File: src/mwmd_ram.sv
// Generic synchronous RAM: one write port, one registered read port.
`timescale 1ns / 1ps
module mwmd_ram #(
   parameter int WIDTH = 8,
   parameter int DEPTH = 16,
   parameter int AW    = $clog2(DEPTH)
) (
   input  logic             clock,
   input  logic             we,
   input  logic [AW-1:0]    waddr,
   input  logic [WIDTH-1:0] wdata,
   input  logic [AW-1:0]    raddr,
   output logic [WIDTH-1:0] rdata
);
   logic [WIDTH-1:0] mem [DEPTH];

   always_ff @(posedge clock) begin
      if (we) begin
         mem[waddr] <= wdata;
      end
      rdata <= mem[raddr];
   end
endmodule

File: config.mk
export PLATFORM = sky130hd
export DESIGN_NAME = mwmd_ram
export DESIGN_NICKNAME = d
export VERILOG_FILES = /design/src/mwmd_ram.sv
export SDC_FILE = /design/constraint.sdc
export NUM_CORES = 1
export LEC_CHECK = 0
export BUFFER_PORTS_ARGS = -buffer_cell sky130_fd_sc_hd__buf_2
export CORE_ASPECT_RATIO = 0.6
export CORE_MARGIN = 2
export CORE_UTILIZATION = 60
export CTS_CLUSTER_SIZE = 14
export DETAILED_ROUTE_END_ITERATION = 12
export PLACE_DENSITY = 0.76
export SETUP_SLACK_MARGIN = 0.5
export SLEW_MARGIN = 20
export SYNTH_ARGS = -nofsm -noshare
export SYNTH_HDL_FRONTEND = slang
export SYNTH_SLANG_ARGS = --single-unit
export TNS_END_PERCENT = 10
File: constraint.sdc
create_clock -name clock -period 3.9 [get_ports clock]
set_input_delay 0 -clock clock [delete_from_list [all_inputs] [get_ports clock]]
set_output_delay 0 -clock clock [all_outputs]
set_load 0.05 [all_outputs]
==> run summary <==
The run finished with clean final reports. The filler cell count came out at 488. The tree is rooted in a sky130_fd_sc_hd__clkbuf_16. The number of levels in the clock H-tree is 4. The count of unique library cells instantiated by Yosys is 19. The endpoint kind of the worst setup timing path is a register. The actual slew at the worst max-slew pin came out at 1.06 ns.

The total number of nets in the final design came out at 290. Dividing the detail-routed wire length by the instance count gives 24.0 um. The master of the slowest instance on the critical path is sky130_fd_sc_hd__mux4_1. The count of instances resized after the clock tree is built is 0. Sorting the synthesized cells by area gives the leading types as sky130_fd_sc_hd__edfxtp_1, sky130_fd_sc_hd__mux4_2, sky130_fd_sc_hd__mux4_1, sky130_fd_sc_hd__dfxtp_1, sky130_fd_sc_hd__a22oi_1. The most used flip-flop cell after synthesis is sky130_fd_sc_hd__edfxtp_1. The number of design-rule violations left by the first detailed-router iteration is 263. The initial antenna violation count is 0.

In this run the worst path has a maximum fanout of 1. The share of the core filled with cells in the final layout came out at 70.9%. Headroom to the max-slew limit came out at 28.9%. Grouping stages by cell kind, the critical path spends the most delay in multiplexers. The worst setup path is launched from a register. The number of buffers added by the clock tree synthesis step came out at 17.

The count of buffers inserted at the top-level ports came out at 25. The sequential share of the synthesized area came out at 77.8%. In this run the critical register-to-register path is launched from mem[9][3]. The maximum number of pins on one net before global-route repair came out at 33. Traced cell by cell, the critical path runs through mux4_1 -> a22oi_1 -> nand2_1.

The total negative slack for setup checks is 0 ns. For this run, design rule violations remaining after detail routing come to 0. The number of detailed-routing iterations run before antenna repair came out at 5. The die area came out at 0.00936 mm^2.

The number of primary I/O pins is 26. In this run the standard cell core region covers 0.00843 mm^2. The largest vdd supply drop came out at 0.000312 V. The gate count of the mapped netlist is 229. In this run the static leakage power is 2.01 nW. The die boundary height is 75.7 um.

The clock latency at the later pin of the worst-skew pair is 0.41 ns. After clock tree synthesis, the clock-pin slew on the worst setup and hold paths is 0.05 ns. sky130_fd_sc_hd__edfxtp_1 takes more of the synthesized area than any other cell.

The number of max-slew violations in the final report came out at 0. In the global route stage, overall resource usage came out at 22.9%. The post-synthesis cell area is 0.00515 mm^2.

The setup slack of the most critical reg-to-reg path came out at 2.53 ns. The final worst slack came out at 2.53 ns. The required arrival time at the worst endpoint came out at 4.20 ns.

The number of antenna diodes came out at 0. TritonCTS built the clock tree. Overall power consumption after layout is estimated at 0.00330 W. In the synthesized netlist, the cells that appear most often are sky130_fd_sc_hd__edfxtp_1, sky130_fd_sc_hd__mux4_2, sky130_fd_sc_hd__a22oi_1. The first global-routing pass estimated 14.1 mm of wire. The max-capacitance violation count came out at 0. The endpoint identified for the worst register-to-register timing path is rdata[3]. After synthesis the netlist holds a flip-flop and latch count of 136.

The power per unit of standard cell area is 552 mW/mm^2. The final period demand of the worst path came out at 1.37 ns. Measured in cells, the most critical reg-to-reg path has a length of 3. The die width came out at 124 um.

The detail-routed via count per cell came out at 6.16. Summing all flip-flop and latch instances after layout gives 0.00400 mm^2. The Yosys step of the flow raised 0 warnings.

The clock skew is 0.0106 ns. The count of buffer and inverter cells on the critical path is 0. For the worst setup path, the data arrival time is 1.67 ns. The tree built by TritonCTS fans out to 136 sinks.

The via total after detailed routing is 2,444. The placement-stage worst setup slack is 1.94 ns. Setup repair after global routing left no endpoint under its margin.

The multi-input gate area in the final layout is 0.00107 mm^2. The floorplan has 26 rows. In this run the worst hold path is classified as primary input to register. The beginning of the worst hold path is waddr[1]. The maximum buffer depth of the clock tree came out at 2.

The hold violation total from the final report is 0. Once the floorplan was initialized, standard cells occupied 61.1% of the core. The number of synthesized flops with an enable pin came out at 128. The longest individual stage delay on the worst path came out at 0.56 ns. The remaining antenna violation count came out at 0. The mean post-synth cell area is 22.5 um^2. The area growth from synthesis to layout is 16.1%.

The final setup violation count came out at 0. sky130_fd_sc_hd__edfxtp_1 is the most common cell in the netlist. Counting flops with an async set or reset pin after synthesis yields a share of 0%. The maximum operating frequency is 732 MHz. The via count of the first global-routing pass was 2,359. The remaining global-route overflow is 0. The final critical path takes up 35.0% of the cycle. By startpoint and endpoint, the worst setup path is classified as register to register. The sink of the worst hold path is mem[0][4]. The sum of net half-perimeters after detailed placement is 5.71 mm. The hold path depth came out at 2. The share of final-layout standard cells stronger than drive strength 1 is 26.0%. Routability-driven placement finished with a final weighted congestion of 0.728. The total wirelength of the detailed-routed design came out at 9.51 mm.

The share of Yosys cell area claimed by the top area cell type came out at 74.7%. The number of nets handed over by synthesis was 247.
## registers in the layout (all words and copies together), names as in the netlist
name   count
rdata      8
mem      128
## worst max-delay path by stage
stage / cells past startpoint / end / from
after floorplan: 2 / mem[0][0] / waddr[2]
after global placement: 3 / mem[0][3] / waddr[2]
after detailed placement: 4 / rdata[7] / raddr[0]
after CTS: 4 / rdata[3] / raddr[0]
after global routing: 3 / rdata[3] / mem[9][3]
final: 3 / rdata[3] / mem[9][3]
## placed cells by master, fill, tap and decap left out
cell type                       count
sky130_fd_sc_hd__or3b_2             1
sky130_fd_sc_hd__nand2b_1           2
sky130_fd_sc_hd__buf_2             24
sky130_fd_sc_hd__nand3_1            1
sky130_fd_sc_hd__nor3_1             1
sky130_fd_sc_hd__mux4_1            14
sky130_fd_sc_hd__nand2_1            9
sky130_fd_sc_hd__clkinvlp_4         1
sky130_fd_sc_hd__bufinv_16          2
sky130_fd_sc_hd__nor2_1            13
sky130_fd_sc_hd__clkbuf_1           3
sky130_fd_sc_hd__nand3b_1           2
sky130_fd_sc_hd__nor2b_1            1
sky130_fd_sc_hd__and2_1             1
sky130_fd_sc_hd__clkinv_2           6
sky130_fd_sc_hd__clkbuf_16         17
sky130_fd_sc_hd__and2b_1            1
sky130_fd_sc_hd__edfxtp_1         128
sky130_fd_sc_hd__mux4_2            18
sky130_fd_sc_hd__nor3_2             3
sky130_fd_sc_hd__dfxtp_1            8
sky130_fd_sc_hd__buf_4              2
sky130_fd_sc_hd__a22oi_1           16
sky130_fd_sc_hd__dlygate4sd3_1      8
sky130_fd_sc_hd__clkinv_1           3
## routing by layer
metal	GRT usage, %	vias to the layer above	wire length (um)
li1	-	1065	-
met1	32.9	1265	4300
met2	33.8	100	4480
met3	6.59	14	602
met4	9.60	0	131
met5	0	-	0
## stage by stage
step | cell area [um^2] | instances | hold slack (ns)
finish | 5980 | 397 | 0.0900
floorplan | 5150 | 229 | 0.0989
CTS | 5970 | 397 | 0.0835
global route | 5980 | 397 | 0.105
detailed placement | 5350 | 357 | 0.391
global placement | 5340 | 357 | 0.388
## where the power goes
| group | leakage [nW] | internal [W] | total, W | switching (W) |
|---|---|---|---|---|
| logic | 0.513 | 0.0000640 | 0.000180 | 0.000116 |
| clock network | 0.270 | 0.000924 | 0.00148 | 0.000553 |
| registers | 1.22 | 0.00164 | 0.00164 | 0.00000943 |
## logic make-up (layout without fill, tap and decap cells)
kind of cell / count (synthesis) / in the layout / synth area share (%)
flops: 136 / 136 / 77.8
simple gates: 35 / 35 / 3.18
mux: 32 / 32 / 15.0
compound gates: 16 / 16 / 2.33
buf+inv: 10 / 66 / 1.68
## area by class of cell
| class | count | share of cell area (%) |
|---|---|---|
| sequential | 136 | 67.0 |
| multi-input combinational | 83 | 17.9 |
| clock buffer | 20 | 7.31 |
| timing repair buffer | 34 | 3.60 |
| tap | 112 | 2.34 |
| clock inverter | 12 | 1.82 |
## timing repair
item | in CTS | in global routing
setup buffers | 0 | 0
hold endpoints to repair | 128 | 0
hold buffers | 8 | 0
No activity file was read; power rests on OpenSTA's default activity.
