## config.mk

```make
export PLATFORM = sky130hd
export DESIGN_NAME = mwmd_div
export DESIGN_NICKNAME = d
export VERILOG_FILES = /design/src/mwmd_pkg.sv /design/src/mwmd_div.sv
export SDC_FILE = /design/constraint.sdc
export NUM_CORES = 1
export LEC_CHECK = 0
export BUFFER_PORTS_ARGS = -buffer_cell sky130_fd_sc_hd__buf_2
export CAP_MARGIN = 25
export CORE_MARGIN = 3
export CORE_UTILIZATION = 35
export DETAILED_ROUTE_END_ITERATION = 7
export GPL_ROUTABILITY_DRIVEN = 0
export GPL_TIMING_DRIVEN = 0
export PLACE_DENSITY_LB_ADDON = 0.05
export SYNTH_ARGS = -nofsm -noshare
export SYNTH_HDL_FRONTEND = slang
export SYNTH_SLANG_ARGS = --single-unit
```

## constraint.sdc

```tcl
create_clock -name clock -period 2.3 [get_ports clock]
set_input_delay 0.46 -clock clock [delete_from_list [all_inputs] [get_ports clock]]
set_output_delay 0.46 -clock clock [all_outputs]
set_load 0.005 [all_outputs]
```

## src/mwmd_pkg.sv

```systemverilog
// Package: constants, register codes and sequencer states of the masked window mean downsampler.
`timescale 1ns / 1ps
package mwmd_pkg;

   localparam int MWMD_MAX_COLS = 1024;
   localparam int MWMD_MAX_STEP = 8;

   localparam logic [15:0] ROWS_RESET = 16'd3600;
   localparam logic [10:0] COLS_RESET = 11'd901;
   localparam logic [3:0]  STEP_RESET = 4'd5;

   localparam int SUM_W  = 32;
   localparam int CNT_W  = 9;
   localparam int MEAN_W = 23;

   typedef enum logic [1:0] {
      REG_ROWS = 2'd0,
      REG_COLS = 2'd1,
      REG_STEP = 2'd2,
      REG_NONE = 2'd3
   } reg_index_type;

   typedef enum logic [5:0] {
      ST_CLEAR = 6'b000001,
      ST_IDLE  = 6'b000010,
      ST_RD    = 6'b000100,
      ST_WR    = 6'b001000,
      ST_DIV   = 6'b010000,
      ST_OUT   = 6'b100000
   } state_type;

endpackage

```

## src/mwmd_div.sv

```systemverilog
// Restoring divider: 32-bit sum by 9-bit count, one quotient bit per cycle.
`timescale 1ns / 1ps
module mwmd_div
   import mwmd_pkg::*;
(
   input  logic              clock,
   input  logic              reset,
   input  logic              start,
   input  logic [SUM_W-1:0]  dividend,
   input  logic [CNT_W-1:0]  divisor,
   output logic              done,
   output logic [MEAN_W-1:0] quotient
);
   logic              busy_ff, busy_in;
   logic [4:0]        cnt_ff, cnt_in;
   logic [CNT_W-1:0]  rem_ff, rem_in;
   logic [MEAN_W-1:0] quo_ff, quo_in;
   logic [CNT_W-1:0]  dsr_ff, dsr_in;
   logic [CNT_W:0]    trial;
   logic              fits;

   // quotient is known to fit in 23 bits, so the top 9 bits seed the remainder
   assign trial = {rem_ff, quo_ff[MEAN_W-1]};
   assign fits  = trial >= {1'b0, dsr_ff};

   always_comb begin
      busy_in = busy_ff;
      cnt_in  = cnt_ff;
      rem_in  = rem_ff;
      quo_in  = quo_ff;
      dsr_in  = dsr_ff;
      done    = 1'b0;
      if (start) begin
         busy_in = 1'b1;
         cnt_in  = 5'd0;
         rem_in  = dividend[SUM_W-1:MEAN_W];
         quo_in  = dividend[MEAN_W-1:0];
         dsr_in  = divisor;
      end else if (busy_ff) begin
         rem_in = fits ? CNT_W'(trial - {1'b0, dsr_ff}) : trial[CNT_W-1:0];
         quo_in = {quo_ff[MEAN_W-2:0], fits};
         cnt_in = cnt_ff + 5'd1;
         if (cnt_ff == 5'(MEAN_W - 1)) begin
            busy_in = 1'b0;
            done    = 1'b1;
         end
      end
   end

   assign quotient = quo_in;

   always_ff @(posedge clock) begin
      if (reset) begin
         busy_ff <= 1'b0;
      end else begin
         busy_ff <= busy_in;
      end
      cnt_ff <= cnt_in;
      rem_ff <= rem_in;
      quo_ff <= quo_in;
      dsr_ff <= dsr_in;
   end
endmodule

```

==> flow_summary.yaml <==
logic_synthesis:
  synth-seq-cells: 47
  muxShareOfSynthArea: 0.111
  syn_area_sq_mm: 0.00246
  ys.flop_type: "dfxtp_1"
  synth_xor_area_frac: 0.0213
  syn_nets: 297
  yosysWarnings: 0
  synth_compound_area_frac: 0.182
  ys_seq_area_frac: 0.455
  syn_inst: 241
  yosys.area_share.adder: 0.0640
  synth-simple-area-share: 0.124
  synth_area_per_cell_sq_um: 10.2
  synth_top_family_by_area: "compound AO/OA/AOI/OAI gates"
  synth_cell_types: 48
  synth_edf_count: 18
  async_flop_share: 0
setup_path:
  startpoint: "quo_ff[22]"
  crit_path_end_kind: "primary output"
  slowest_stage: "fa_2"
  worstRegToRegCells: 10
  arrival_ns: 2.29
  critPathBufInv: 4
  startpoint_type: "register"
  cp_common_cell: "inv_2"
  cp_max_fo: 2
  required_ns: 1.84
  crit_family: "compound AO/OA/AOI/OAI gates"
  critPathKind: "register to primary output"
  r2r_slack_ns: -0.20
  slowest_delay_ns: 0.38
  r2r_end: "rem_ff[1]"
  r2r-start: "quo_ff[22]"
  cp_cell_sequence: "inv_2 -> ha_4 -> inv_2 -> fa_2 -> a211oi_4 -> o21ai_2 -> a31oi_4 -> buf_6 -> a211oi_2 -> a21o_1 -> buf_2"
cells_and_area:
  diodes: 0
  drive_gt1_frac: 0.387
  fin_util: 0.496
  fin_nets: 382
  syn2layout_area_growth_pct: 32.3
floorplan:
  ios: 68
  start_util: 0.375
  rows: 29
  die_w_um: 89.9
  die_y_um: 89.9
  die-area_sq_mm: 0.00808
  core_area_sq_mm: 0.00657
grt:
  grt_usage: 0.144
  antenna_found_initial: 0
  gr-total-overflow: 0
  grt_pass1_wl_mm: 9.52
  grt_max_degree: 14
  grt_pass1_vias: 1960
sta:
  final_hold_viol_count: 0
  maxSlewViolCount: 0
  slew_headroom: 0.671
  final.setup.worst_slack_ns: -0.448
  rsz0062_at_grt: "true"
  clock.fmax_mhz: 364
  period_needed_ns: 2.75
  hold_slack_ns: 0.313
  final-setup-viol-count: 5
  worst_pin_slew_ns: 0.494
  fin_crit_sh: 1.19
  finalClockSkew_ns: 0.00403
power:
  switching_share: 0.314
  power_density_mw_per_mm2: 788
  ir_drop_v: 0.000339
  p_sw_mw: 0.806
  p_leak_nw: 1.41
  p_clk_frac: 0.218
  power_frac_seq: 0.410
  combPwrFrac: 0.373
  p_int_mw: 1.76
  finalPower_mw: 2.57
place:
  io_buffers: 67
  dpl.hpwl_mm: 4.45
  pre_cts_ws_ns: -0.458
drt:
  antenna_left: 0
  wl_mm: 5.95
  vias_per_cell: 4.86
  drcViolationCount: 0
  num_vias: 2035
  drt-pass1-iter-count: 4
  wl_per_cell_um: 14.2
  drtIter0Drc: 88
clock_tree:
  cts-root-buf: "clkbuf_8"
  path_clk_slew_ns: 0.09
  clock_latency_ns: 0.30
  cts.htree.levels: 2
  cts.sinks: 47
  cts_tree: "done"
  cts_inserted_buffers: 5
  hold_buffers: 0
  clockBufferDepth: 2
status:
  run_status: "finished, violations left"
  violations: "setup timing"
min_path:
  min_path_cells: 2
  hp-class: "primary input to register"
  min_to: "busy_ff"
  min_from: "reset"
run:
  drv_cap: 0
per-stage QoR:
| stage | cell area (sq um) | setup TNS [ns] | cells |
|---|---|---|---|
| floorplan | 2480 | -0.0393 | 241 |
| global placement | 2940 | -6.86 | 401 |
| detailed placement | 2940 | -6.98 | 401 |
| CTS | 3170 | -2.47 | 420 |
| global route | 3260 | -1.38 | 419 |
| finish | 3260 | -0.825 | 419 |
routing by layer:
metal | global-route usage | up-vias | routed length [um]
li1 | - | 1043 | -
met1 | 0.200 | 949 | 2930
met2 | 0.229 | 38 | 2760
met3 | 0.0309 | 5 | 214
met4 | 0.0383 | 0 | 54
met5 | 0 | - | 0
area by class of cell:
type	count	area (sq um)
plain buffers	13	77.6
clock buffers	7	98.8
fillers	654	3310
inverters	12	45.0
multi-input cells	169	1370
flip-flops and latches	47	1120
well taps	93	116
repair buffers	78	432
repair_timing:
item / in CTS / in global routing
setup endpoints to repair: 22 / 32
buffers inserted: 12 / 4
pin swaps: 5 / 10
endpoints found under the hold margin: 0 / 0
gates resized for setup: 14 / 25
logic make-up after synthesis:
family | Yosys count
adders and majority gates | 12
muxes | 27
xor gates and xnor gates | 6
buffers and inverters | 25
DFF | 47
and+or+nand+nor | 63
AOI/OAI and AO/OA | 61
worst max-delay path by stage:
| stage | to | slack [ns] | cells past startpoint |
|---|---|---|---|
| 2_1_floorplan | quotient[0] | -0.03 | 9 |
| 3_3_place_gp | quotient[21] | -0.43 | 7 |
| 4_1_cts | quotient[0] | -0.50 | 11 |
| 6_report | quotient[0] | -0.45 | 11 |
| 5_1_grt | quotient[0] | -0.54 | 11 |
| 3_5_place_dp | quotient[21] | -0.46 | 7 |
cell usage after synthesis (2+ instances only):
cell / count / share of area
nor2_1: 12 / 0.018
buf_1: 3 / 0.0046
o21ai_1: 3 / 0.0061
o21ai_0: 24 / 0.049
buf_2: 3 / 0.0061
and2_1: 2 / 0.0051
ha_1: 11 / 0.056
clkbuf_1: 6 / 0.0091
a211oi_1: 4 / 0.012
a221o_1: 2 / 0.0081
edfxtp_1: 18 / 0.22
nor3_1: 2 / 0.0041
mux2i_1: 24 / 0.098
nor2b_1: 7 / 0.018
xor2_1: 5 / 0.018
nand2_1: 28 / 0.043
a21oi_1: 8 / 0.016
mux2_2: 2 / 0.0091
a21o_1: 5 / 0.015
dfxtp_1: 29 / 0.24
inv_1: 12 / 0.018
nand4_1: 4 / 0.010
a211oi_2: 2 / 0.010
power by group through the flow:
stage,registers [mW],clock network (mW),logic (mW)
after floorplan,1.04,0,0.580
after global placement,1.06,0,0.777
after detailed placement,1.06,0,0.779
after CTS,1.04,0.579,0.905
after global routing,1.06,0.604,1.05
final,1.05,0.559,0.957
sequential cells by signal (all words and copies together) (netlist names):
register and count:
cnt_ff 5, rem_ff 9, dsr_ff 9, busy_ff 1
quo_ff 23
placed cells by master (no fill, tap or decap), drive strengths merged, types with 2 or more instances in the layout:
master and instances:
buf 82, dfxtp 29, nand2 28, o21ai 28, mux2i 24, edfxtp 18, clkbuf 16, nor2 12
inv 12, ha 11, a21oi 8, nor2b 7, a211oi 6, a21o 5, xor2 5, nand4 4
mux2 3, and2 2, nor3 2, a221o 2, nand3 2, a31oi 2, a31o 2
(Power assumes the default switching activity.)
